`src/rtl/bptc_pkg.sv`:
```
// Shared types, widths and constants for the pressure/temperature compensation block.
// No dependencies; every other file of the block imports this package.
`default_nettype none

package bptc_pkg;

  // Field widths
  localparam int RAW_W  = 24;
  localparam int CAL_W  = 16;
  localparam int TOUT_W = 15;
  localparam int POUT_W = 17;
  localparam int IDX_W  = 3;

  // Internal datapath widths, sized for the worst case of every input pattern
  localparam int DT_W    = RAW_W + 1;            // dT, signed
  localparam int MT_W    = DT_W + CAL_W + 1;     // dT times a coefficient, signed
  localparam int DD_W    = 2 * DT_W;             // dT squared, signed container
  localparam int A_W     = MT_W - 23;            // TEMP - 2000, signed
  localparam int T2_W    = 17;                   // dT^2 / 2^31, unsigned
  localparam int OFF1_W  = 36;                   // first-order OFF, signed
  localparam int SENS1_W = 35;                   // first-order SENS, signed
  localparam int B_W     = A_W + 1;              // TEMP + 1500, signed
  localparam int SQ_W    = 2 * B_W;              // squares, nonnegative
  localparam int CORR_W  = SQ_W + 4;             // OFF2 / SENS2, unsigned
  localparam int TEMP_W  = A_W + 2;              // corrected TEMP, signed
  localparam int FIN_W   = CORR_W + 2;           // corrected OFF / SENS, signed
  localparam int SPLIT   = 21;                   // SENS split point for the product
  localparam int LOP_W   = RAW_W + SPLIT;        // D1 * SENS low part, unsigned
  localparam int HIP_W   = 2 * (FIN_W - SPLIT);  // D1 * SENS high part, signed
  localparam int X_W     = HIP_W + 2;            // D1*SENS/2^21 - OFF, signed
  localparam int P_W     = X_W - 15;             // uncompensated-range pressure, signed

  localparam int NSTAGE  = 9;

  // Formula constants
  localparam int TEMP_BASE  = 2000;
  localparam int VCOLD_DIST = 3500;              // 2000 - (-1500)
  localparam int TEMP_MIN   = -4000;
  localparam int TEMP_MAX   = 8500;
  localparam int PRES_MIN   = 1000;
  localparam int PRES_MAX   = 120000;

  // Calibration register indexes
  localparam logic [IDX_W-1:0] REG_C1 = 3'd0;
  localparam logic [IDX_W-1:0] REG_C2 = 3'd1;
  localparam logic [IDX_W-1:0] REG_C3 = 3'd2;
  localparam logic [IDX_W-1:0] REG_C4 = 3'd3;
  localparam logic [IDX_W-1:0] REG_C5 = 3'd4;
  localparam logic [IDX_W-1:0] REG_C6 = 3'd5;

  typedef struct packed {
    logic [CAL_W-1:0] c1;
    logic [CAL_W-1:0] c2;
    logic [CAL_W-1:0] c3;
    logic [CAL_W-1:0] c4;
    logic [CAL_W-1:0] c5;
    logic [CAL_W-1:0] c6;
  } cal_t;

  // First-order results leaving the front unit
  typedef struct packed {
    logic        [RAW_W-1:0]   d1;
    logic signed [A_W-1:0]     a;
    logic signed [OFF1_W-1:0]  off1;
    logic signed [SENS1_W-1:0] sens1;
    logic        [T2_W-1:0]    t2;
  } first_t;

  // Corrected values leaving the second-order unit
  typedef struct packed {
    logic        [RAW_W-1:0]  d1;
    logic signed [TEMP_W-1:0] temp;
    logic signed [FIN_W-1:0]  off;
    logic signed [FIN_W-1:0]  sens;
  } corr_t;

endpackage

`default_nettype wire

```
`src/rtl/bptc_front.sv`:
```
// First-order stages: dT, the four dT products, then TEMP, OFF, SENS and T2.
// Depends on bptc_pkg.
`default_nettype none

module bptc_front
  import bptc_pkg::*;
(
  input  wire logic             clk,
  input  wire logic [2:0]       stage_en,
  input  wire cal_t             cal,
  input  wire logic [RAW_W-1:0] raw_t,
  input  wire logic [RAW_W-1:0] raw_p,
  output first_t                res
);

  // stage 0
  logic signed [DT_W-1:0]  dt_r, dt_nxt;
  logic        [RAW_W-1:0] d1_0_r;
  // stage 1
  logic signed [MT_W-1:0]  mt_r, mt_nxt;
  logic signed [MT_W-1:0]  mo_r, mo_nxt;
  logic signed [MT_W-1:0]  ms_r, ms_nxt;
  logic signed [DD_W-1:0]  dd_r, dd_nxt;
  logic        [RAW_W-1:0] d1_1_r;
  // stage 2
  first_t                  res_r, res_nxt;

  // dT fits 25 bits signed, so the unsigned difference wraps to the right code
  assign dt_nxt = DT_W'(raw_t) - DT_W'({cal.c5, 8'h00});

  assign mt_nxt = dt_r * $signed({1'b0, cal.c6});
  assign mo_nxt = dt_r * $signed({1'b0, cal.c4});
  assign ms_nxt = dt_r * $signed({1'b0, cal.c3});
  assign dd_nxt = dt_r * dt_r;

  always_comb begin
    res_nxt.d1    = d1_1_r;
    res_nxt.a     = mt_r[MT_W-1:23];
    res_nxt.off1  = $signed({4'h0, cal.c2, 16'h0000}) + $signed(mo_r[MT_W-1:7]);
    res_nxt.sens1 = $signed({4'h0, cal.c1, 15'h0000}) + $signed(ms_r[MT_W-1:8]);
    res_nxt.t2    = dd_r[T2_W+31-1:31];
  end

  always_ff @(posedge clk) begin
    if (stage_en[0]) begin
      dt_r   <= dt_nxt;
      d1_0_r <= raw_p;
    end
    if (stage_en[1]) begin
      mt_r   <= mt_nxt;
      mo_r   <= mo_nxt;
      ms_r   <= ms_nxt;
      dd_r   <= dd_nxt;
      d1_1_r <= d1_0_r;
    end
    if (stage_en[2]) begin
      res_r  <= res_nxt;
    end
  end

  assign res = res_r;

endmodule

`default_nettype wire

```
`config.mk`:
```
export PLATFORM = sky130hd
export DESIGN_NAME = bptc_front
export DESIGN_NICKNAME = d
export VERILOG_FILES = /design/src/rtl/bptc_pkg.sv /design/src/rtl/bptc_front.sv
export SDC_FILE = /design/constraint.sdc
export NUM_CORES = 2
export LEC_CHECK = 0
export BUFFER_PORTS_ARGS = -buffer_cell sky130_fd_sc_hd__buf_2
export CORE_MARGIN = 4
export CORE_UTILIZATION = 50
export CTS_CLUSTER_SIZE = 8
export DETAILED_ROUTE_END_ITERATION = 7
export GPL_ROUTABILITY_DRIVEN = 0
export PLACE_DENSITY = 0.65
export SYNTH_ARGS = -nofsm -noshare
export SYNTH_HDL_FRONTEND = slang
export SYNTH_SLANG_ARGS = --single-unit
```
`constraint.sdc`:
```
create_clock -name clk -period 8.2 [get_ports clk]
set_input_delay 1.23 -clock clk [delete_from_list [all_inputs] [get_ports clk]]
set_output_delay 1.23 -clock clk [all_outputs]
set_load 0.01 [all_outputs]
```
==> key figures <==
Global routing
  – Vias in the first global route: 53,308
  – Final global-route overflow total: 0
  – Antenna violations before repair: 13
  – Global-route wire length before repair: 277.2 mm
  – GRT Total Usage: roughly 23%
  – Largest net degree at the start of global routing: 59

Setup path
  – R2R setup slack: 0.30 ns
  – Worst Path Required: 8.58 ns
  – Number of buffers and inverters on the critical path: 6
  – Most used cell, CP: fa_1
  – Slowest cell on the critical path: edfxtp_1
  – CP arrival: 8.28 ns
  – Setup crit start kind: flop
  – Worst-path cell chain: nand2_1, fa_1, inv_1, fa_1, fa_1, inv_1, fa_1, inv_1, fa_1, fa_1, inv_1, fa_1, inv_1, ha_1, a21oi_1, o21ai_0, o21ai_0, nor2_1, a211oi_2, buf_4, nand2b_2, a311o_1, a31oi_2, xnor2_1
  – Delay-heaviest family, CP: adder cells
  – Critical path class: flop to flop
  – Largest stage delay on the critical path: around 1.1 ns
  – Critical Path End Type: flop
  – Crit path max fanout: 20

STA
  – Slew Limit Fails: 0
  – Worst clock skew: 0.04134 ns
  – Setup ws final: around 0.3 ns
  – Final period utilization: 96.31%
  – Final min period: a little under 8 ns
  – Final hold vios: 0
  – Max Freq: 0.1266 GHz
  – Setup violations, final: 0
  – Rel. slew slack: 27.16%
  – Setup TNS Final: 0 ns
  – Worst Tran Pin Value: between 1 and 1.5 ns
  – Worst Hold Margin: around 0.4 ns
  – RSZ-0062 raised after global routing: false

Placed design
  – Post-Place Setup Slack: 0.2140 ns
  – DP HPWL: 134.6 mm
  – Buffers on Ports: 278

Cells and area
  – Area Overhead vs Synth: 7.318%
  – Layout cells sized above 1: 6.684%
  – Final nets: 9,800

Yosys
  – #FFs+latches synth: 309
  – EDFF count, synth: 309
  – Post-synthesis instance total: 7,242
  – Post-synthesis sequential area ratio: 12.86%
  – Post-synth ARST share: 0%
  – Synthesized area per cell: 9.962 µm²
  – Yosys cell types: 75
  – Synthesized net count: 9,648
  – Synth Flop Type: edfxtp_1
  – Synth warnings: 0
  – Mapped cell area: 72,150 µm²

Floorplan
  – DIE AREA: 150,400 µm²
  – Core area: ~140,000 µm²
  – Die width: 387.9 µm
  – Initial core utilization: 50.28%
  – Std cell rows: 139
  – DIE HEIGHT: 387.9 µm
  – Ports: 279

Outcome
  – Status: complete, no violations

Clock network
  – Sink Count: 309
  – CTS tree: yes
  – Bufs on Longest Clock Path: 3
  – Skew-Pair Late Insertion Delay: 0.65 ns
  – TritonCTS buffer count: 48
  – Clock H-tree levels: 2
  – Root Buffer: clkbuf_16
  – Post-CTS Hold Buffers: 0
  – Reg clk slew, reported paths: 0.05 ns

Route
  – First-pass detailed-route iteration total: 5
  – Post-DR vias/cell: roughly 5
  – Routed vias: approximately 47,000
  – Remaining DRCs: 0
  – Post-route ant nets: 0
  – First DRT Iteration DRCs: 2,495
  – Average wire per standard cell: 17.65 µm
  – WL final: approximately 160 mm

Run
  – Max_cap viols: 0

Hold path
  – Worst min path class: flop to flop
-- cell usage in the layout, fill, tap and decap left out, types with 7 or more instances in the layout --
cell type	synthesis	routed
clkbuf_16	0	48
o21ai_0	50	50
ha_1	498	498
or3_1	9	9
fa_1	1760	1760
and2_1	599	599
xnor2_1	139	139
a211oi_1	15	15
nand2b_1	13	13
a211o_1	9	9
and3_1	22	22
a21o_1	42	42
buf_12	0	13
a31oi_1	10	10
nand3_1	33	33
edfxtp_1	309	309
o211ai_1	7	7
buf_4	0	117
o21bai_1	8	8
nand2_1	945	945
a21boi_0	8	8
nor2_1	115	115
nand4_1	9	9
nor3_1	35	35
xor2_1	42	42
a21oi_1	104	104
buf_2	1	276
nor2b_1	38	38
o21a_1	23	23
inv_1	2012	2012
-- metal layers --
layer  part of all wire, %  wire length [µm]  track usage (%)  vias to the layer above
met5                 0.033                55                0                        -
met1                    42             69070            31.78                    24507
met3                   6.4             10520            3.276                      233
met4                   2.7              4397            6.082                        8
li1                      -                 -                -                    21229
met2                    49             80400            38.44                     1309
-- flip-flops by register name (all words and copies together) (netlist names) --
signal and count:
mt_r 19, d1_0_r 24, d1_1_r 24, res 131, dt_r 25, ms_r 34, dd_r 17, mo_r 35
-- cell type report --
| class | instances | area (µm²) |
|---|---|---|
| diodes | 6 | 15.01 |
| clock buffers | 48 | 1201 |
| clock inverters | 14 | 290.3 |
| fillers | 12805 | 66050 |
| inverters | 2012 | 7552 |
| multi-input cells | 4615 | 54170 |
| flip-flops and latches | 309 | 9279 |
| well taps | 1903 | 2381 |
| repair buffers | 408 | 2542 |
-- final timing paths --
path / depth (start not counted) / start / to
max: 24 / dt_r[17] / dd_r[47]
min reg2reg: 0 / mo_r[14] / res[59]
min: 0 / mo_r[14] / res[59]
max reg2reg: 24 / dt_r[17] / dd_r[47]
-- synth_stat cells (9+ instances only) --
cell,count,share of area [%]
nand2_1,945,4.9
a21o_1,42,0.44
and3_1,22,0.19
o21a_1,23,0.24
nand2b_1,13,0.11
a211o_1,9,0.11
nor2_1,115,0.60
inv_1,2012,10
or3_1,9,0.078
xor2_1,42,0.51
ha_1,498,8.6
fa_1,1760,49
o21ai_0,50,0.35
a31oi_1,10,0.087
nand4_1,9,0.078
edfxtp_1,309,13
xnor2_1,139,1.7
nor3_1,35,0.24
a21oi_1,104,0.72
nor2b_1,38,0.33
clkbuf_1,304,1.6
nand3_1,33,0.23
a211oi_1,15,0.16
and2_1,599,5.2
-- metrics by stage --
step,cells,instance area [µm²],util [%]
2_1_floorplan,7242,72150,-
3_3_place_gp,9243,75880,52.88
3_5_place_dp,9243,75880,52.88
4_1_cts,9305,77370,53.92
5_1_grt,9315,77430,53.96
6_report,9315,77430,53.96
-- kinds of logic (layout without fill, tap and decap cells) --
group                    Yosys count  after routing  share of synthesized area [%]
AO/OA/AOI/OAI                    337            337                          3.200
XOR/XNOR                         181            181                          2.197
adder cells (fa/ha/maj)         2258           2258                          57.47
buffers and inverters           2318           2482                          12.06
flip-flops                       309            309                          12.86
multiplexers                       3              3                        0.04336
other                              0              6                              0
AND/OR/NAND/NOR                 1836           1836                          12.17
-- timing repair --
item / 4_1_cts / 5_1_grt
gates resized for setup: 0 / 0
setup endpoints to repair: 0 / 6
buffers inserted: 0 / 4
-- worst register-to-register path, delay by kind of cell (launching register included) --
| kind | cells | cell delay (ns) |
|---|---|---|
| adder cells (fa/ha/maj) | 8 | 3.87 |
| AO/OA/AOI/OAI | 6 | 1.69 |
| flip-flops | 1 | 1.06 |
| AND/OR/NAND/NOR | 3 | 0.53 |
| buffers and inverters | 6 | 0.41 |
| XOR/XNOR | 1 | 0.08 |
Power is left out: the tool's default activity adds up to more than one toggle a clock period on the data nets, which glitch-free logic cannot reach.
