--- config.mk ---
export PLATFORM = sky130hd
export DESIGN_NAME = bptc_corr
export DESIGN_NICKNAME = d
export VERILOG_FILES = /design/src/rtl/bptc_pkg.sv /design/src/rtl/bptc_corr.sv
export SDC_FILE = /design/constraint.sdc
export NUM_CORES = 2
export LEC_CHECK = 0
export BUFFER_PORTS_ARGS = -buffer_cell sky130_fd_sc_hd__buf_2
export CELL_PAD_IN_SITES_DETAIL_PLACEMENT = 1
export CELL_PAD_IN_SITES_GLOBAL_PLACEMENT = 1
export CORE_UTILIZATION = 35
export CTS_BUF_LIST = sky130_fd_sc_hd__clkbuf_4
export CTS_CLUSTER_DIAMETER = 40
export DETAILED_ROUTE_END_ITERATION = 16
export MAX_ROUTING_LAYER = met4
export PLACE_DENSITY = 0.68
export SLEW_MARGIN = 20
export SYNTH_ARGS = -nofsm -noshare
export SYNTH_HDL_FRONTEND = slang
export SYNTH_SLANG_ARGS = --single-unit
export TNS_END_PERCENT = 20
--- constraint.sdc ---
create_clock -name clk -period 14.2 [get_ports clk]
set_clock_uncertainty 0.15 [all_clocks]
set_input_delay 1.42 -clock clk [delete_from_list [all_inputs] [get_ports clk]]
set_output_delay 1.42 -clock clk [all_outputs]
set_load 0.05 [all_outputs]
--- src/rtl/bptc_pkg.sv ---
// Shared types, widths and constants for the pressure/temperature compensation block.
// No dependencies; every other file of the block imports this package.
`default_nettype none

package bptc_pkg;

  // Field widths
  localparam int RAW_W  = 24;
  localparam int CAL_W  = 16;
  localparam int TOUT_W = 15;
  localparam int POUT_W = 17;
  localparam int IDX_W  = 3;

  // Internal datapath widths, sized for the worst case of every input pattern
  localparam int DT_W    = RAW_W + 1;            // dT, signed
  localparam int MT_W    = DT_W + CAL_W + 1;     // dT times a coefficient, signed
  localparam int DD_W    = 2 * DT_W;             // dT squared, signed container
  localparam int A_W     = MT_W - 23;            // TEMP - 2000, signed
  localparam int T2_W    = 17;                   // dT^2 / 2^31, unsigned
  localparam int OFF1_W  = 36;                   // first-order OFF, signed
  localparam int SENS1_W = 35;                   // first-order SENS, signed
  localparam int B_W     = A_W + 1;              // TEMP + 1500, signed
  localparam int SQ_W    = 2 * B_W;              // squares, nonnegative
  localparam int CORR_W  = SQ_W + 4;             // OFF2 / SENS2, unsigned
  localparam int TEMP_W  = A_W + 2;              // corrected TEMP, signed
  localparam int FIN_W   = CORR_W + 2;           // corrected OFF / SENS, signed
  localparam int SPLIT   = 21;                   // SENS split point for the product
  localparam int LOP_W   = RAW_W + SPLIT;        // D1 * SENS low part, unsigned
  localparam int HIP_W   = 2 * (FIN_W - SPLIT);  // D1 * SENS high part, signed
  localparam int X_W     = HIP_W + 2;            // D1*SENS/2^21 - OFF, signed
  localparam int P_W     = X_W - 15;             // uncompensated-range pressure, signed

  localparam int NSTAGE  = 9;

  // Formula constants
  localparam int TEMP_BASE  = 2000;
  localparam int VCOLD_DIST = 3500;              // 2000 - (-1500)
  localparam int TEMP_MIN   = -4000;
  localparam int TEMP_MAX   = 8500;
  localparam int PRES_MIN   = 1000;
  localparam int PRES_MAX   = 120000;

  // Calibration register indexes
  localparam logic [IDX_W-1:0] REG_C1 = 3'd0;
  localparam logic [IDX_W-1:0] REG_C2 = 3'd1;
  localparam logic [IDX_W-1:0] REG_C3 = 3'd2;
  localparam logic [IDX_W-1:0] REG_C4 = 3'd3;
  localparam logic [IDX_W-1:0] REG_C5 = 3'd4;
  localparam logic [IDX_W-1:0] REG_C6 = 3'd5;

  typedef struct packed {
    logic [CAL_W-1:0] c1;
    logic [CAL_W-1:0] c2;
    logic [CAL_W-1:0] c3;
    logic [CAL_W-1:0] c4;
    logic [CAL_W-1:0] c5;
    logic [CAL_W-1:0] c6;
  } cal_t;

  // First-order results leaving the front unit
  typedef struct packed {
    logic        [RAW_W-1:0]   d1;
    logic signed [A_W-1:0]     a;
    logic signed [OFF1_W-1:0]  off1;
    logic signed [SENS1_W-1:0] sens1;
    logic        [T2_W-1:0]    t2;
  } first_t;

  // Corrected values leaving the second-order unit
  typedef struct packed {
    logic        [RAW_W-1:0]  d1;
    logic signed [TEMP_W-1:0] temp;
    logic signed [FIN_W-1:0]  off;
    logic signed [FIN_W-1:0]  sens;
  } corr_t;

endpackage

`default_nettype wire

--- src/rtl/bptc_corr.sv ---
// Second-order stages: cold and very cold squares, correction terms, corrected values.
// Depends on bptc_pkg.
`default_nettype none

module bptc_corr
  import bptc_pkg::*;
(
  input  wire logic       clk,
  input  wire logic [2:0] stage_en,
  input  wire first_t     fst,
  output corr_t           res
);

  // stage 3
  logic                      cold_r, vcold_r;
  logic        [SQ_W-1:0]    sq1_r, sq2_r;
  logic signed [TEMP_W-1:0]  temp_3_r, temp_nxt;
  logic signed [OFF1_W-1:0]  off1_3_r;
  logic signed [SENS1_W-1:0] sens1_3_r;
  logic        [RAW_W-1:0]   d1_3_r;
  // stage 4
  logic        [CORR_W-1:0]  off2_r, off2_nxt;
  logic        [CORR_W-1:0]  sens2_r, sens2_nxt;
  logic signed [TEMP_W-1:0]  temp_4_r;
  logic signed [OFF1_W-1:0]  off1_4_r;
  logic signed [SENS1_W-1:0] sens1_4_r;
  logic        [RAW_W-1:0]   d1_4_r;
  // stage 5
  corr_t                     res_r, res_nxt;

  logic signed [B_W-1:0]  b;
  logic signed [SQ_W-1:0] sq_a, sq_b;
  logic        [CORR_W-1:0] sq1x, sq2x, five, seven, eleven;

  // TEMP < -1500 is the same as (TEMP - 2000) + 3500 < 0
  assign b    = B_W'(fst.a) + B_W'(VCOLD_DIST);
  assign sq_a = fst.a * fst.a;
  assign sq_b = b * b;

  assign temp_nxt = TEMP_W'(fst.a) + TEMP_W'(TEMP_BASE)
                  - (fst.a[A_W-1] ? TEMP_W'(fst.t2) : TEMP_W'(0));

  assign sq1x   = CORR_W'(sq1_r);
  assign sq2x   = CORR_W'(sq2_r);
  assign five   = sq1x + (sq1x << 2);
  assign seven  = (sq2x << 3) - sq2x;
  assign eleven = (sq2x << 3) + (sq2x << 1) + sq2x;

  always_comb begin
    off2_nxt  = '0;
    sens2_nxt = '0;
    if (cold_r) begin
      off2_nxt  = (five >> 1) + (vcold_r ? seven : CORR_W'(0));
      sens2_nxt = (five >> 2) + (vcold_r ? (eleven >> 1) : CORR_W'(0));
    end
  end

  always_comb begin
    res_nxt.d1   = d1_4_r;
    res_nxt.temp = temp_4_r;
    res_nxt.off  = FIN_W'(off1_4_r) - FIN_W'(off2_r);
    res_nxt.sens = FIN_W'(sens1_4_r) - FIN_W'(sens2_r);
  end

  always_ff @(posedge clk) begin
    if (stage_en[0]) begin
      cold_r    <= fst.a[A_W-1];
      vcold_r   <= b[B_W-1];
      sq1_r     <= sq_a;
      sq2_r     <= sq_b;
      temp_3_r  <= temp_nxt;
      off1_3_r  <= fst.off1;
      sens1_3_r <= fst.sens1;
      d1_3_r    <= fst.d1;
    end
    if (stage_en[1]) begin
      off2_r    <= off2_nxt;
      sens2_r   <= sens2_nxt;
      temp_4_r  <= temp_3_r;
      off1_4_r  <= off1_3_r;
      sens1_4_r <= sens1_3_r;
      d1_4_r    <= d1_3_r;
    end
    if (stage_en[2]) begin
      res_r     <= res_nxt;
    end
  end

  assign res = res_r;

endmodule

`default_nettype wire

==> impl_metrics.env <==
export IMPL_drc=0
export IMPL_core_area_sq_mm=0.165
export IMPL_vias=40966
export IMPL_antenna_found_initial=12
export IMPL_fin_area_sq_mm=0.0639
export IMPL_r2r_start="sq2_r[3]$_DFFE_PP_"
export IMPL_track_usage_pct=19.8
export IMPL_run_status="completed"
export IMPL_syn_to_final_growth_pct=10.2
export IMPL_dieArea_sq_mm=0.167
export IMPL_cts_buffers_inserted=146
export IMPL_clk_path_buf_depth=3
export IMPL_wl_per_cell_microns=19.3
export IMPL_max_slew_margin_pct=28.9
export IMPL_via_per_inst=4.96
export IMPL_rr_endpoint="off2_r[43]$_SDFFCE_PN0P_"
export IMPL_cp_endpoint="sq2_r[39]$_DFFE_PP_"
export IMPL_synth_top_cell_area_share_pct=27.5
export IMPL_rsz0062_at_grt="false"
export IMPL_grt_overflow=0
export IMPL_dr_pass1_iters=5
export IMPL_setup_viol=0
export IMPL_arrival_ns=11.05
export IMPL_cts_tree="done"
export IMPL_top_layer="met4"
export IMPL_syn_inst=5609
export IMPL_final_net_count=7409
export IMPL_max_stage_delay_ns=0.61
export IMPL_clock_sinks=532
export IMPL_yosys_most_used_dff="edfxtp_1"
export IMPL_min_path_type="reg2reg"
export IMPL_grt_pass1_wl_mm=252
export IMPL_hold_buffers=0
export IMPL_synth_cell_types=73
export IMPL_path_common_cell="fa_1"
export IMPL_period_minus_slack_ns=10.31
export IMPL_synth_top_cell_by_area="edfxtp_1"
export IMPL_period_share_pct=72.6
export IMPL_fp_row_count=149
export IMPL_final_hold_viol_count=0
export IMPL_cp_startpoint="fst[91]"
export IMPL_max_clock_freq_ghz=0.0970
export IMPL_critical_path_required_ns=14.93
export IMPL_synth_edf_count=532
export IMPL_end_kind="flip-flop"
export IMPL_start_kind="primary input"
export IMPL_portBuffers=271
export IMPL_drt_iter0_markers=1621
export IMPL_final_cell_mix="inv_1 (1058), fa_1 (767), ha_1 (544), edfxtp_1 (532), nand2_1 (390)"
export IMPL_crit_type="in2reg"
export IMPL_synth_area_leaders="edfxtp_1 (28%), fa_1 (26%), ha_1 (12%), inv_1 (6.9%), xnor2_1 (3.6%)"
export IMPL_post_cts_resize_count=0
export IMPL_synth_seq_cells=532
export IMPL_dp_hpwl_mm=130
export IMPL_grt_start_max_net_pins=145
export IMPL_seq_area_frac_synth_pct=27.5
export IMPL_reg2regPathDepth=22
export IMPL_regToRegSetupSlack_ns=7.10
export IMPL_dr_wl_met3_mm=5.92
export IMPL_drive_gt1_share_pct=9.47
export IMPL_crit_fanout=16
export IMPL_die_w_microns=409
export IMPL_drv_cap=0
export IMPL_netlist_area_sq_mm=0.0580
export IMPL_m1WireLength_mm=72.0
export IMPL_insertion_delay_ns=1.15
export IMPL_worst_pin_slew_ns=1.06
export IMPL_start_util_pct=35.2
export IMPL_fp_dieH_microns=409
export IMPL_routabilityCongestion=0.902
export IMPL_slowest_stage="o31ai_1"
export IMPL_wl_met2_mm=77.8
export IMPL_path_clk_slew_ns=0.06
export IMPL_cts_root_buffer="clkbuf_4"
export IMPL_layout_commonest_cell="inv_1"
export IMPL_num_io_pins=272
export IMPL_async_flop_share_pct=0
export IMPL_drt_wl_total_mm=159
export IMPL_slew_viol_final=0
export IMPL_nFillCells=18780
export IMPL_first_global_vias=46150
export IMPL_dpl_worst_slack_ns=2.63
export IMPL_dpl_cell_area_sq_mm=0.0620
export IMPL_h_tree_depth=4
export IMPL_totalNegativeSetupSlack_ns=0
export IMPL_fin_ws_ns=3.89
export IMPL_yosysWarningCount=0
export IMPL_cts_setup_buffers=0
export IMPL_ant_nets=0
export IMPL_synth_area_per_cell_sq_um=10.3
## state kept, by name, summed over array words and instances, names as in the netlist
name / flops
off1_3_r: 36
temp_3_r: 21
temp_4_r: 21
off2_r: 44
cold_r: 1
sq1_r: 37
vcold_r: 1
res: 137
sens2_r: 43
off1_4_r: 36
d1_4_r: 24
d1_3_r: 24
sens1_4_r: 35
sens1_3_r: 35
sq2_r: 37
## metal layers
metal	track usage (%)	vias up
met5	-	-
met4	5.48	0
met3	2.70	206
met2	33.7	729
met1	24.6	20786
li1	-	19245
## cell type report
cell class              count  area [sq um]  area share [%]
clock buffers             201          1510            2.36
well taps                2189          2740            4.28
repair buffers            306          1660            2.59
multi-input cells        3907         37600            58.9
diodes                     13          32.5          0.0509
clock inverters            46           350           0.548
flip-flops and latches    532         16000            25.0
inverters                1070          4020            6.28
## synthesized netlist by cell type, types with 8 or more instances
| cell type | count |
|---|---|
| o31ai_1 | 12 |
| a41o_1 | 10 |
| o21bai_1 | 47 |
| a211oi_1 | 42 |
| fa_1 | 767 |
| o31a_1 | 9 |
| nand2_1 | 390 |
| edfxtp_1 | 532 |
| nand2b_1 | 57 |
| nor2_1 | 367 |
| a221oi_1 | 8 |
| o211ai_1 | 17 |
| and3_1 | 32 |
| xnor2_1 | 238 |
| or2_2 | 14 |
| nand4_1 | 31 |
| o21a_1 | 33 |
| xor2_1 | 134 |
| a41oi_1 | 14 |
| and2_1 | 143 |
| nand3_1 | 66 |
| a31oi_1 | 22 |
| clkbuf_1 | 94 |
| nor3_1 | 44 |
| and4_1 | 14 |
| nor2b_1 | 45 |
| o21ai_0 | 144 |
| a21o_1 | 210 |
| a211o_1 | 12 |
| a21oi_1 | 323 |
| ha_1 | 544 |
| inv_1 | 1059 |
## worst max-delay path: cells and delay by family
family          cells  cell delay (ns)
xor+xnor            2             0.20
simple gates        8             1.39
buf+inv             7             1.37
compound gates      9             2.84
fa+ha+maj           8             3.82
## per-stage QoR
step           utilization, %  hold slack (ns)  cells
2_1_floorplan               -            0.250   5610
3_3_place_gp             37.6            0.250   8004
3_5_place_dp             37.6            0.255   8004
4_1_cts                  38.8           0.0978   8251
5_1_grt                  38.8            0.147   8262
6_report                 38.8            0.243   8264
## how the worst min path moves through the flow
| stage | startpoint | to | slack, ns | cells after the start |
|---|---|---|---|---|
| floorplan | d1_3_r[0]$_DFFE_PP_ | d1_4_r[0]$_DFFE_PP_ | 0.25 | 0 |
| global placement | d1_3_r[11]$_DFFE_PP_ | d1_4_r[11]$_DFFE_PP_ | 0.25 | 0 |
| detailed placement | temp_4_r[1]$_DFFE_PP_ | res[93]$_DFFE_PP_ | 0.26 | 0 |
| CTS | fst[48] | sens1_3_r[31]$_DFFE_PP_ | 0.1 | 1 |
| global route | fst[126] | d1_3_r[19]$_DFFE_PP_ | 0.15 | 1 |
| finish | d1_4_r[22]$_DFFE_PP_ | res[135]$_DFFE_PP_ | 0.24 | 0 |
## cell families (layout without fill, tap and decap cells)
kind of cell	after synthesis	after routing	share of synthesized area [%]
fa+ha+maj	1311	1311	38.2
simple gates	1238	1238	9.98
buf+inv	1171	1623	7.58
compound gates	981	981	11.0
flops	532	532	27.5
xor+xnor	372	372	5.62
mux	3	3	0.0561
other cells	1	15	0.00647
Power is left out: the tool's default activity adds up to more than one toggle a clock period on the data nets, which glitch-free logic cannot reach.
