### config.mk
export PLATFORM = sky130hd
export DESIGN_NAME = bptc_pres
export DESIGN_NICKNAME = d
export VERILOG_FILES = /design/src/rtl/bptc_pkg.sv /design/src/rtl/bptc_pres.sv
export SDC_FILE = /design/constraint.sdc
export NUM_CORES = 2
export LEC_CHECK = 0
export ABC_CLOCK_PERIOD_IN_PS = 12200
export BUFFER_PORTS_ARGS = -buffer_cell sky130_fd_sc_hd__buf_2
export CAP_MARGIN = 20
export CORE_MARGIN = 3
export CORE_UTILIZATION = 25
export DETAILED_ROUTE_END_ITERATION = 7
export PLACE_DENSITY = 0.45
export SYNTH_ARGS = -nofsm -noshare
export SYNTH_HDL_FRONTEND = slang
export SYNTH_SLANG_ARGS = --single-unit
### constraint.sdc
create_clock -name clk -period 12.2 [get_ports clk]
set_input_delay 1.22 -clock clk [delete_from_list [all_inputs] [get_ports clk]]
set_output_delay 1.22 -clock clk [all_outputs]
set_load 0.01 [all_outputs]
### src/rtl/bptc_pkg.sv
// Shared types, widths and constants for the pressure/temperature compensation block.
// No dependencies; every other file of the block imports this package.
`default_nettype none

package bptc_pkg;

  // Field widths
  localparam int RAW_W  = 24;
  localparam int CAL_W  = 16;
  localparam int TOUT_W = 15;
  localparam int POUT_W = 17;
  localparam int IDX_W  = 3;

  // Internal datapath widths, sized for the worst case of every input pattern
  localparam int DT_W    = RAW_W + 1;            // dT, signed
  localparam int MT_W    = DT_W + CAL_W + 1;     // dT times a coefficient, signed
  localparam int DD_W    = 2 * DT_W;             // dT squared, signed container
  localparam int A_W     = MT_W - 23;            // TEMP - 2000, signed
  localparam int T2_W    = 17;                   // dT^2 / 2^31, unsigned
  localparam int OFF1_W  = 36;                   // first-order OFF, signed
  localparam int SENS1_W = 35;                   // first-order SENS, signed
  localparam int B_W     = A_W + 1;              // TEMP + 1500, signed
  localparam int SQ_W    = 2 * B_W;              // squares, nonnegative
  localparam int CORR_W  = SQ_W + 4;             // OFF2 / SENS2, unsigned
  localparam int TEMP_W  = A_W + 2;              // corrected TEMP, signed
  localparam int FIN_W   = CORR_W + 2;           // corrected OFF / SENS, signed
  localparam int SPLIT   = 21;                   // SENS split point for the product
  localparam int LOP_W   = RAW_W + SPLIT;        // D1 * SENS low part, unsigned
  localparam int HIP_W   = 2 * (FIN_W - SPLIT);  // D1 * SENS high part, signed
  localparam int X_W     = HIP_W + 2;            // D1*SENS/2^21 - OFF, signed
  localparam int P_W     = X_W - 15;             // uncompensated-range pressure, signed

  localparam int NSTAGE  = 9;

  // Formula constants
  localparam int TEMP_BASE  = 2000;
  localparam int VCOLD_DIST = 3500;              // 2000 - (-1500)
  localparam int TEMP_MIN   = -4000;
  localparam int TEMP_MAX   = 8500;
  localparam int PRES_MIN   = 1000;
  localparam int PRES_MAX   = 120000;

  // Calibration register indexes
  localparam logic [IDX_W-1:0] REG_C1 = 3'd0;
  localparam logic [IDX_W-1:0] REG_C2 = 3'd1;
  localparam logic [IDX_W-1:0] REG_C3 = 3'd2;
  localparam logic [IDX_W-1:0] REG_C4 = 3'd3;
  localparam logic [IDX_W-1:0] REG_C5 = 3'd4;
  localparam logic [IDX_W-1:0] REG_C6 = 3'd5;

  typedef struct packed {
    logic [CAL_W-1:0] c1;
    logic [CAL_W-1:0] c2;
    logic [CAL_W-1:0] c3;
    logic [CAL_W-1:0] c4;
    logic [CAL_W-1:0] c5;
    logic [CAL_W-1:0] c6;
  } cal_t;

  // First-order results leaving the front unit
  typedef struct packed {
    logic        [RAW_W-1:0]   d1;
    logic signed [A_W-1:0]     a;
    logic signed [OFF1_W-1:0]  off1;
    logic signed [SENS1_W-1:0] sens1;
    logic        [T2_W-1:0]    t2;
  } first_t;

  // Corrected values leaving the second-order unit
  typedef struct packed {
    logic        [RAW_W-1:0]  d1;
    logic signed [TEMP_W-1:0] temp;
    logic signed [FIN_W-1:0]  off;
    logic signed [FIN_W-1:0]  sens;
  } corr_t;

endpackage

`default_nettype wire

### src/rtl/bptc_pres.sv
// Pressure stages: split D1*SENS product, scale and offset, then saturation.
// Depends on bptc_pkg.
`default_nettype none

module bptc_pres
  import bptc_pkg::*;
(
  input  wire logic              clk,
  input  wire logic [2:0]        stage_en,
  input  wire corr_t             cor,
  output logic [TOUT_W-1:0]      temp_out,
  output logic [POUT_W-1:0]      pres_out,
  output logic                   clamp_out
);

  // stage 6
  logic        [LOP_W-1:0]  lo_p_r, lo_p_nxt;
  logic signed [HIP_W-1:0]  hi_p_r, hi_p_nxt;
  logic signed [FIN_W-1:0]  off_6_r;
  logic signed [TEMP_W-1:0] temp_6_r;
  // stage 7
  logic signed [X_W-1:0]    x_r, x_nxt;
  logic signed [TEMP_W-1:0] temp_7_r;
  // stage 8
  logic [TOUT_W-1:0]        temp_out_r, temp_out_nxt;
  logic [POUT_W-1:0]        pres_out_r, pres_out_nxt;
  logic                     clamp_r, clamp_nxt;

  logic signed [P_W-1:0]    p;

  assign lo_p_nxt = cor.d1 * cor.sens[SPLIT-1:0];
  assign hi_p_nxt = $signed({1'b0, cor.d1}) * $signed(cor.sens[FIN_W-1:SPLIT]);

  // floor((hi*2^21 + lo) / 2^21) = hi + floor(lo / 2^21)
  assign x_nxt = X_W'(hi_p_r) + X_W'(lo_p_r[LOP_W-1:SPLIT]) - X_W'(off_6_r);

  assign p = x_r[X_W-1:15];

  always_comb begin
    logic temp_low, temp_high, pres_low, pres_high;
    temp_low     = temp_7_r < TEMP_MIN;
    temp_high    = temp_7_r > TEMP_MAX;
    pres_low     = p < PRES_MIN;
    pres_high    = p > PRES_MAX;
    temp_out_nxt = temp_7_r[TOUT_W-1:0];
    pres_out_nxt = p[POUT_W-1:0];
    if (temp_low) begin
      temp_out_nxt = TOUT_W'(TEMP_MIN);
    end else if (temp_high) begin
      temp_out_nxt = TOUT_W'(TEMP_MAX);
    end
    if (pres_low) begin
      pres_out_nxt = POUT_W'(PRES_MIN);
    end else if (pres_high) begin
      pres_out_nxt = POUT_W'(PRES_MAX);
    end
    clamp_nxt = temp_low | temp_high | pres_low | pres_high;
  end

  always_ff @(posedge clk) begin
    if (stage_en[0]) begin
      lo_p_r   <= lo_p_nxt;
      hi_p_r   <= hi_p_nxt;
      off_6_r  <= cor.off;
      temp_6_r <= cor.temp;
    end
    if (stage_en[1]) begin
      x_r      <= x_nxt;
      temp_7_r <= temp_6_r;
    end
    if (stage_en[2]) begin
      temp_out_r <= temp_out_nxt;
      pres_out_r <= pres_out_nxt;
      clamp_r    <= clamp_nxt;
    end
  end

  assign temp_out  = temp_out_r;
  assign pres_out  = pres_out_r;
  assign clamp_out = clamp_r;

endmodule

`default_nettype wire

==> Implementation_results.wiki <==
{| class="wikitable"
! Metric !! Value
|-
| Hold Path Class || register to register
|-
| Row count || between 150 and 200
|-
| # H-tree levels || 1
|-
| Wire per inst || 18.45 um
|-
| Total number of vias || between 30,000 and 40,000
|-
| Share of the synthesized area in the top cell type || between 40% and 50%
|-
| Routing usage on met3 || 1.468%
|-
| Largest net degree at the start of global routing || between 60 and 70
|-
| Number of flops mapped to enable cells by yosys || 232
|-
| GRT Total Usage || between 10% and 20%
|-
| Dominant cells by area after synthesis || sky130_fd_sc_hd__fa_1, sky130_fd_sc_hd__edfxtp_1, sky130_fd_sc_hd__ha_1
|-
| Post-synth top flop || sky130_fd_sc_hd__edfxtp_1
|-
| Setup Crit Path Kind || input port to register
|-
| Setup repair after global routing missed its margin || false
|-
| Critical path startpoint category || input port
|-
| Width of the die || between 400 and 500 um
|-
| Gate Count Post-Synth || ~4,800
|-
| # nets final || about 6,300
|-
| Dpl cell area || 49,920 um2
|-
| Worst stage delay on the critical path || about 0.57 ns
|-
| Clock network latency to the later pin of the worst-skew pair || about 0.6 ns
|-
| GR Util met1 || around a fifth
|-
| Register bit total from synthesis || ~230
|-
| Min-delay src || temp_6_r[14]
|-
| Post-cts sizing count || 0
|-
| Clk pin slew, worst setup/hold paths || 0.06 ns
|-
| Die Outline Area || around 190,000 um2
|-
| Worst reg2reg path startpoint || lo_p_r[32]
|-
| Cell with the most instances on the worst path || sky130_fd_sc_hd__fa_1
|-
| Async set-reset flop share out of synthesis || 0%
|-
| Pre-antenna DRT Iters || 5
|-
| Met2 track demand over resource || 24.96%
|-
| Endpoint arrival time on the critical path || around 9 ns
|-
| Via count of the first global-routing pass || 34,350
|-
| Endpoint of the worst hold-timing path || temp_7_r[14]
|-
| Pre-CTS setup slack || 2.815 ns
|-
| Most crowded layer after global routing || met2
|-
| Area growth from synthesis to layout || 9.201%
|-
| Hold_buf cts || 0
|-
| Number of distinct library cells after synthesis || between 60 and 70
|-
| Number of nets with antenna violations after detailed routing || 0
|-
| Number of DRC violations after detailed-routing iteration 0 || around 1,600
|-
| RD Place Congestion || ~0.82
|-
| Clock tree skew after final layout || between 0.04 and 0.05 ns
|-
| Rel. slew slack || between 30% and 40%
|-
| Number of cells traversed by the worst hold path || 0
|-
| Port Buffer Count || about 170
|-
| Max-Cap Viols || 0
|-
| CTS tree || done
|-
| Routed via count divided by cell count || roughly 4.3
|-
| Worst Slack Setup Final || around 3.5 ns
|-
| Initial cell density of the core || around a quarter
|-
| Num ports || approximately 170
|-
| Summed negative setup slack over all endpoints || 0 ns
|-
| Final routed DRC violation total || 0
|-
| Netlist area before placement || between 40,000 and 50,000 um2
|-
| Outcome || completed
|-
| Number of warnings issued by yosys || 0
|-
| Worst hold slack || 0.4189 ns
|-
| Commonest cells in the netlist || sky130_fd_sc_hd__inv_1, sky130_fd_sc_hd__fa_1, sky130_fd_sc_hd__and2_1, sky130_fd_sc_hd__nand2_1, sky130_fd_sc_hd__ha_1
|-
| Number of buffers created by CTS || 27
|-
| Critical Path Fanout Max || 27
|-
| Cell area after layout || ~51,000 um2
|-
| R2R Setup Slk || a little under 8 ns
|-
| Fraction of the cycle the final worst path needs || a little under three quarters
|-
| Mean Syn Cell Area || 9.734 um2
|-
| Wire length after detailed routing || roughly 130,000 um
|-
| Critical Path Sink Type || register
|-
| Buffer depth of the longest clock path || 3
|-
| DIE HEIGHT || about 440 um
|-
| Slew at the pin closest to its max-slew limit || ~0.94 ns
|-
| Clock Sinks || about 230
|-
| Peak clock frequency supported by timing || about 110 MHz
|-
| Antenna violations before repair || 37
|-
| Post-detail-place hpwl || roughly 110,000 um
|-
| Number of nets produced by synthesis || 6,304
|-
| Post-synth top area cell || sky130_fd_sc_hd__fa_1
|-
| Overflow left after global routing || 0
|-
| Wire length of the first global-routing pass || 209,600 um
|-
| Min Tclk post-route || 8.718 ns
|-
| Proportion of synthesized chip area in sequential cells || roughly 15%
|-
| Final Max Slew Viols || 0
|-
| Post-CTS Setup Bufs || 0
|-
| Count of endpoints failing hold in the final timing report || 0
|-
| Floorplan core area || approximately 180,000 um2
|-
| Proportion of layout cells with a drive suffix above 1 || under 10%
|-
| Reg-to-reg critical path endpoint || x_r[51]
|-
| Setup violation total in the final timing report || 0
|-
| Highest-delay cell along the critical path || sky130_fd_sc_hd__fa_1
|-
| Required time at the endpoint of the critical path || 12.54 ns
|-
| Top-count cell post-synth || sky130_fd_sc_hd__inv_1
|-
| CTS root buffer || sky130_fd_sc_hd__clkbuf_16
|-
| Number of cells traversed by the worst register-to-register path || 14
|}
[per-layer routing]
| layer | routed length [um] | up-vias |
|---|---|---|
| li1 | - | 14310 |
| met1 | 60390 | 16320 |
| met2 | 65930 | 657 |
| met3 | 5751 | 150 |
| met4 | 2309 | 20 |
| met5 | 133 | - |
[sequential cells by signal, indices dropped and copies added, names as in the netlist]
signal and cells:
hi_p_r 50, off_6_r 46, x_r 37, lo_p_r 24, temp_6_r 21, temp_7_r 21
pres_out 17, temp_out 15, clamp_out 1
[worst max-delay path by stage]
| stage | start | to | slack, ns | cells after the start |
|---|---|---|---|---|
| after floorplan | cor[124] | hi_p_r[47] | 4.01 | 27 |
| after global placement | cor[126] | hi_p_r[34] | 2.89 | 26 |
| after detailed placement | cor[126] | hi_p_r[34] | 2.82 | 26 |
| after CTS | cor[126] | hi_p_r[34] | 3.47 | 26 |
| after global routing | cor[126] | hi_p_r[34] | 3.00 | 26 |
| final | cor[126] | hi_p_r[34] | 3.48 | 26 |
[metrics by stage]
stage	util [%]	std cells
floorplan	-	4783
global placement	27.12	7230
detailed placement	27.12	7230
CTS	27.61	7278
global route	27.61	7280
finish	27.62	7290
[cell families after synthesis]
| kind of cell | share of synthesized area, % |
|---|---|
| adder cells (fa/ha/maj) | 52.24 |
| buffers and inverters | 11.08 |
| AND/OR/NAND/NOR | 14.73 |
| AO/OA/AOI/OAI | 4.993 |
| flip-flops | 14.96 |
| XOR/XNOR | 1.975 |
| multiplexers | 0.02418 |
[layout by cell type (no fill, tap or decap), types with 7 or more instances in the layout]
| master | n |
|---|---|
| sky130_fd_sc_hd__a21o_1 | 64 |
| sky130_fd_sc_hd__a21oi_1 | 111 |
| sky130_fd_sc_hd__xor2_1 | 38 |
| sky130_fd_sc_hd__diode_2 | 12 |
| sky130_fd_sc_hd__nand4_1 | 19 |
| sky130_fd_sc_hd__o21a_1 | 10 |
| sky130_fd_sc_hd__nor2b_1 | 20 |
| sky130_fd_sc_hd__o21ai_1 | 9 |
| sky130_fd_sc_hd__o21ai_0 | 52 |
| sky130_fd_sc_hd__buf_4 | 32 |
| sky130_fd_sc_hd__and2_1 | 577 |
| sky130_fd_sc_hd__nand3_1 | 20 |
| sky130_fd_sc_hd__nor3_1 | 9 |
| sky130_fd_sc_hd__nor4_1 | 10 |
| sky130_fd_sc_hd__inv_1 | 1152 |
| sky130_fd_sc_hd__clkbuf_16 | 27 |
| sky130_fd_sc_hd__edfxtp_1 | 232 |
| sky130_fd_sc_hd__fa_1 | 940 |
| sky130_fd_sc_hd__o31ai_1 | 7 |
| sky130_fd_sc_hd__nand2b_1 | 33 |
| sky130_fd_sc_hd__a211oi_1 | 7 |
| sky130_fd_sc_hd__ha_1 | 440 |
| sky130_fd_sc_hd__xnor2_1 | 67 |
| sky130_fd_sc_hd__nand2_1 | 575 |
| sky130_fd_sc_hd__and3_1 | 17 |
| sky130_fd_sc_hd__o21bai_1 | 22 |
| sky130_fd_sc_hd__a31oi_1 | 7 |
| sky130_fd_sc_hd__nor2_1 | 49 |
| sky130_fd_sc_hd__buf_2 | 172 |
[critical path, delay by kind of cell]
kind	cells	cell delay [ns]
adder cells (fa/ha/maj)	8	4.05
AO/OA/AOI/OAI	7	1.76
buffers and inverters	7	1.26
AND/OR/NAND/NOR	3	0.63
XOR/XNOR	1	0.08
[cell type report]
type,count,area (um2)
Fill cell,19590,133200
Clock inverter,17,201.4
Timing Repair Buffer,205,1112
Antenna cell,12,30.03
Tap cell,2464,3083
Multi-Input combinational cell,3177,34440
Clock buffer,31,690.7
Sequential cell,232,6967
Inverter,1152,4324
Power is not shown: default switching activity piles up to over one toggle a cycle in this logic, so the estimate is an artifact.
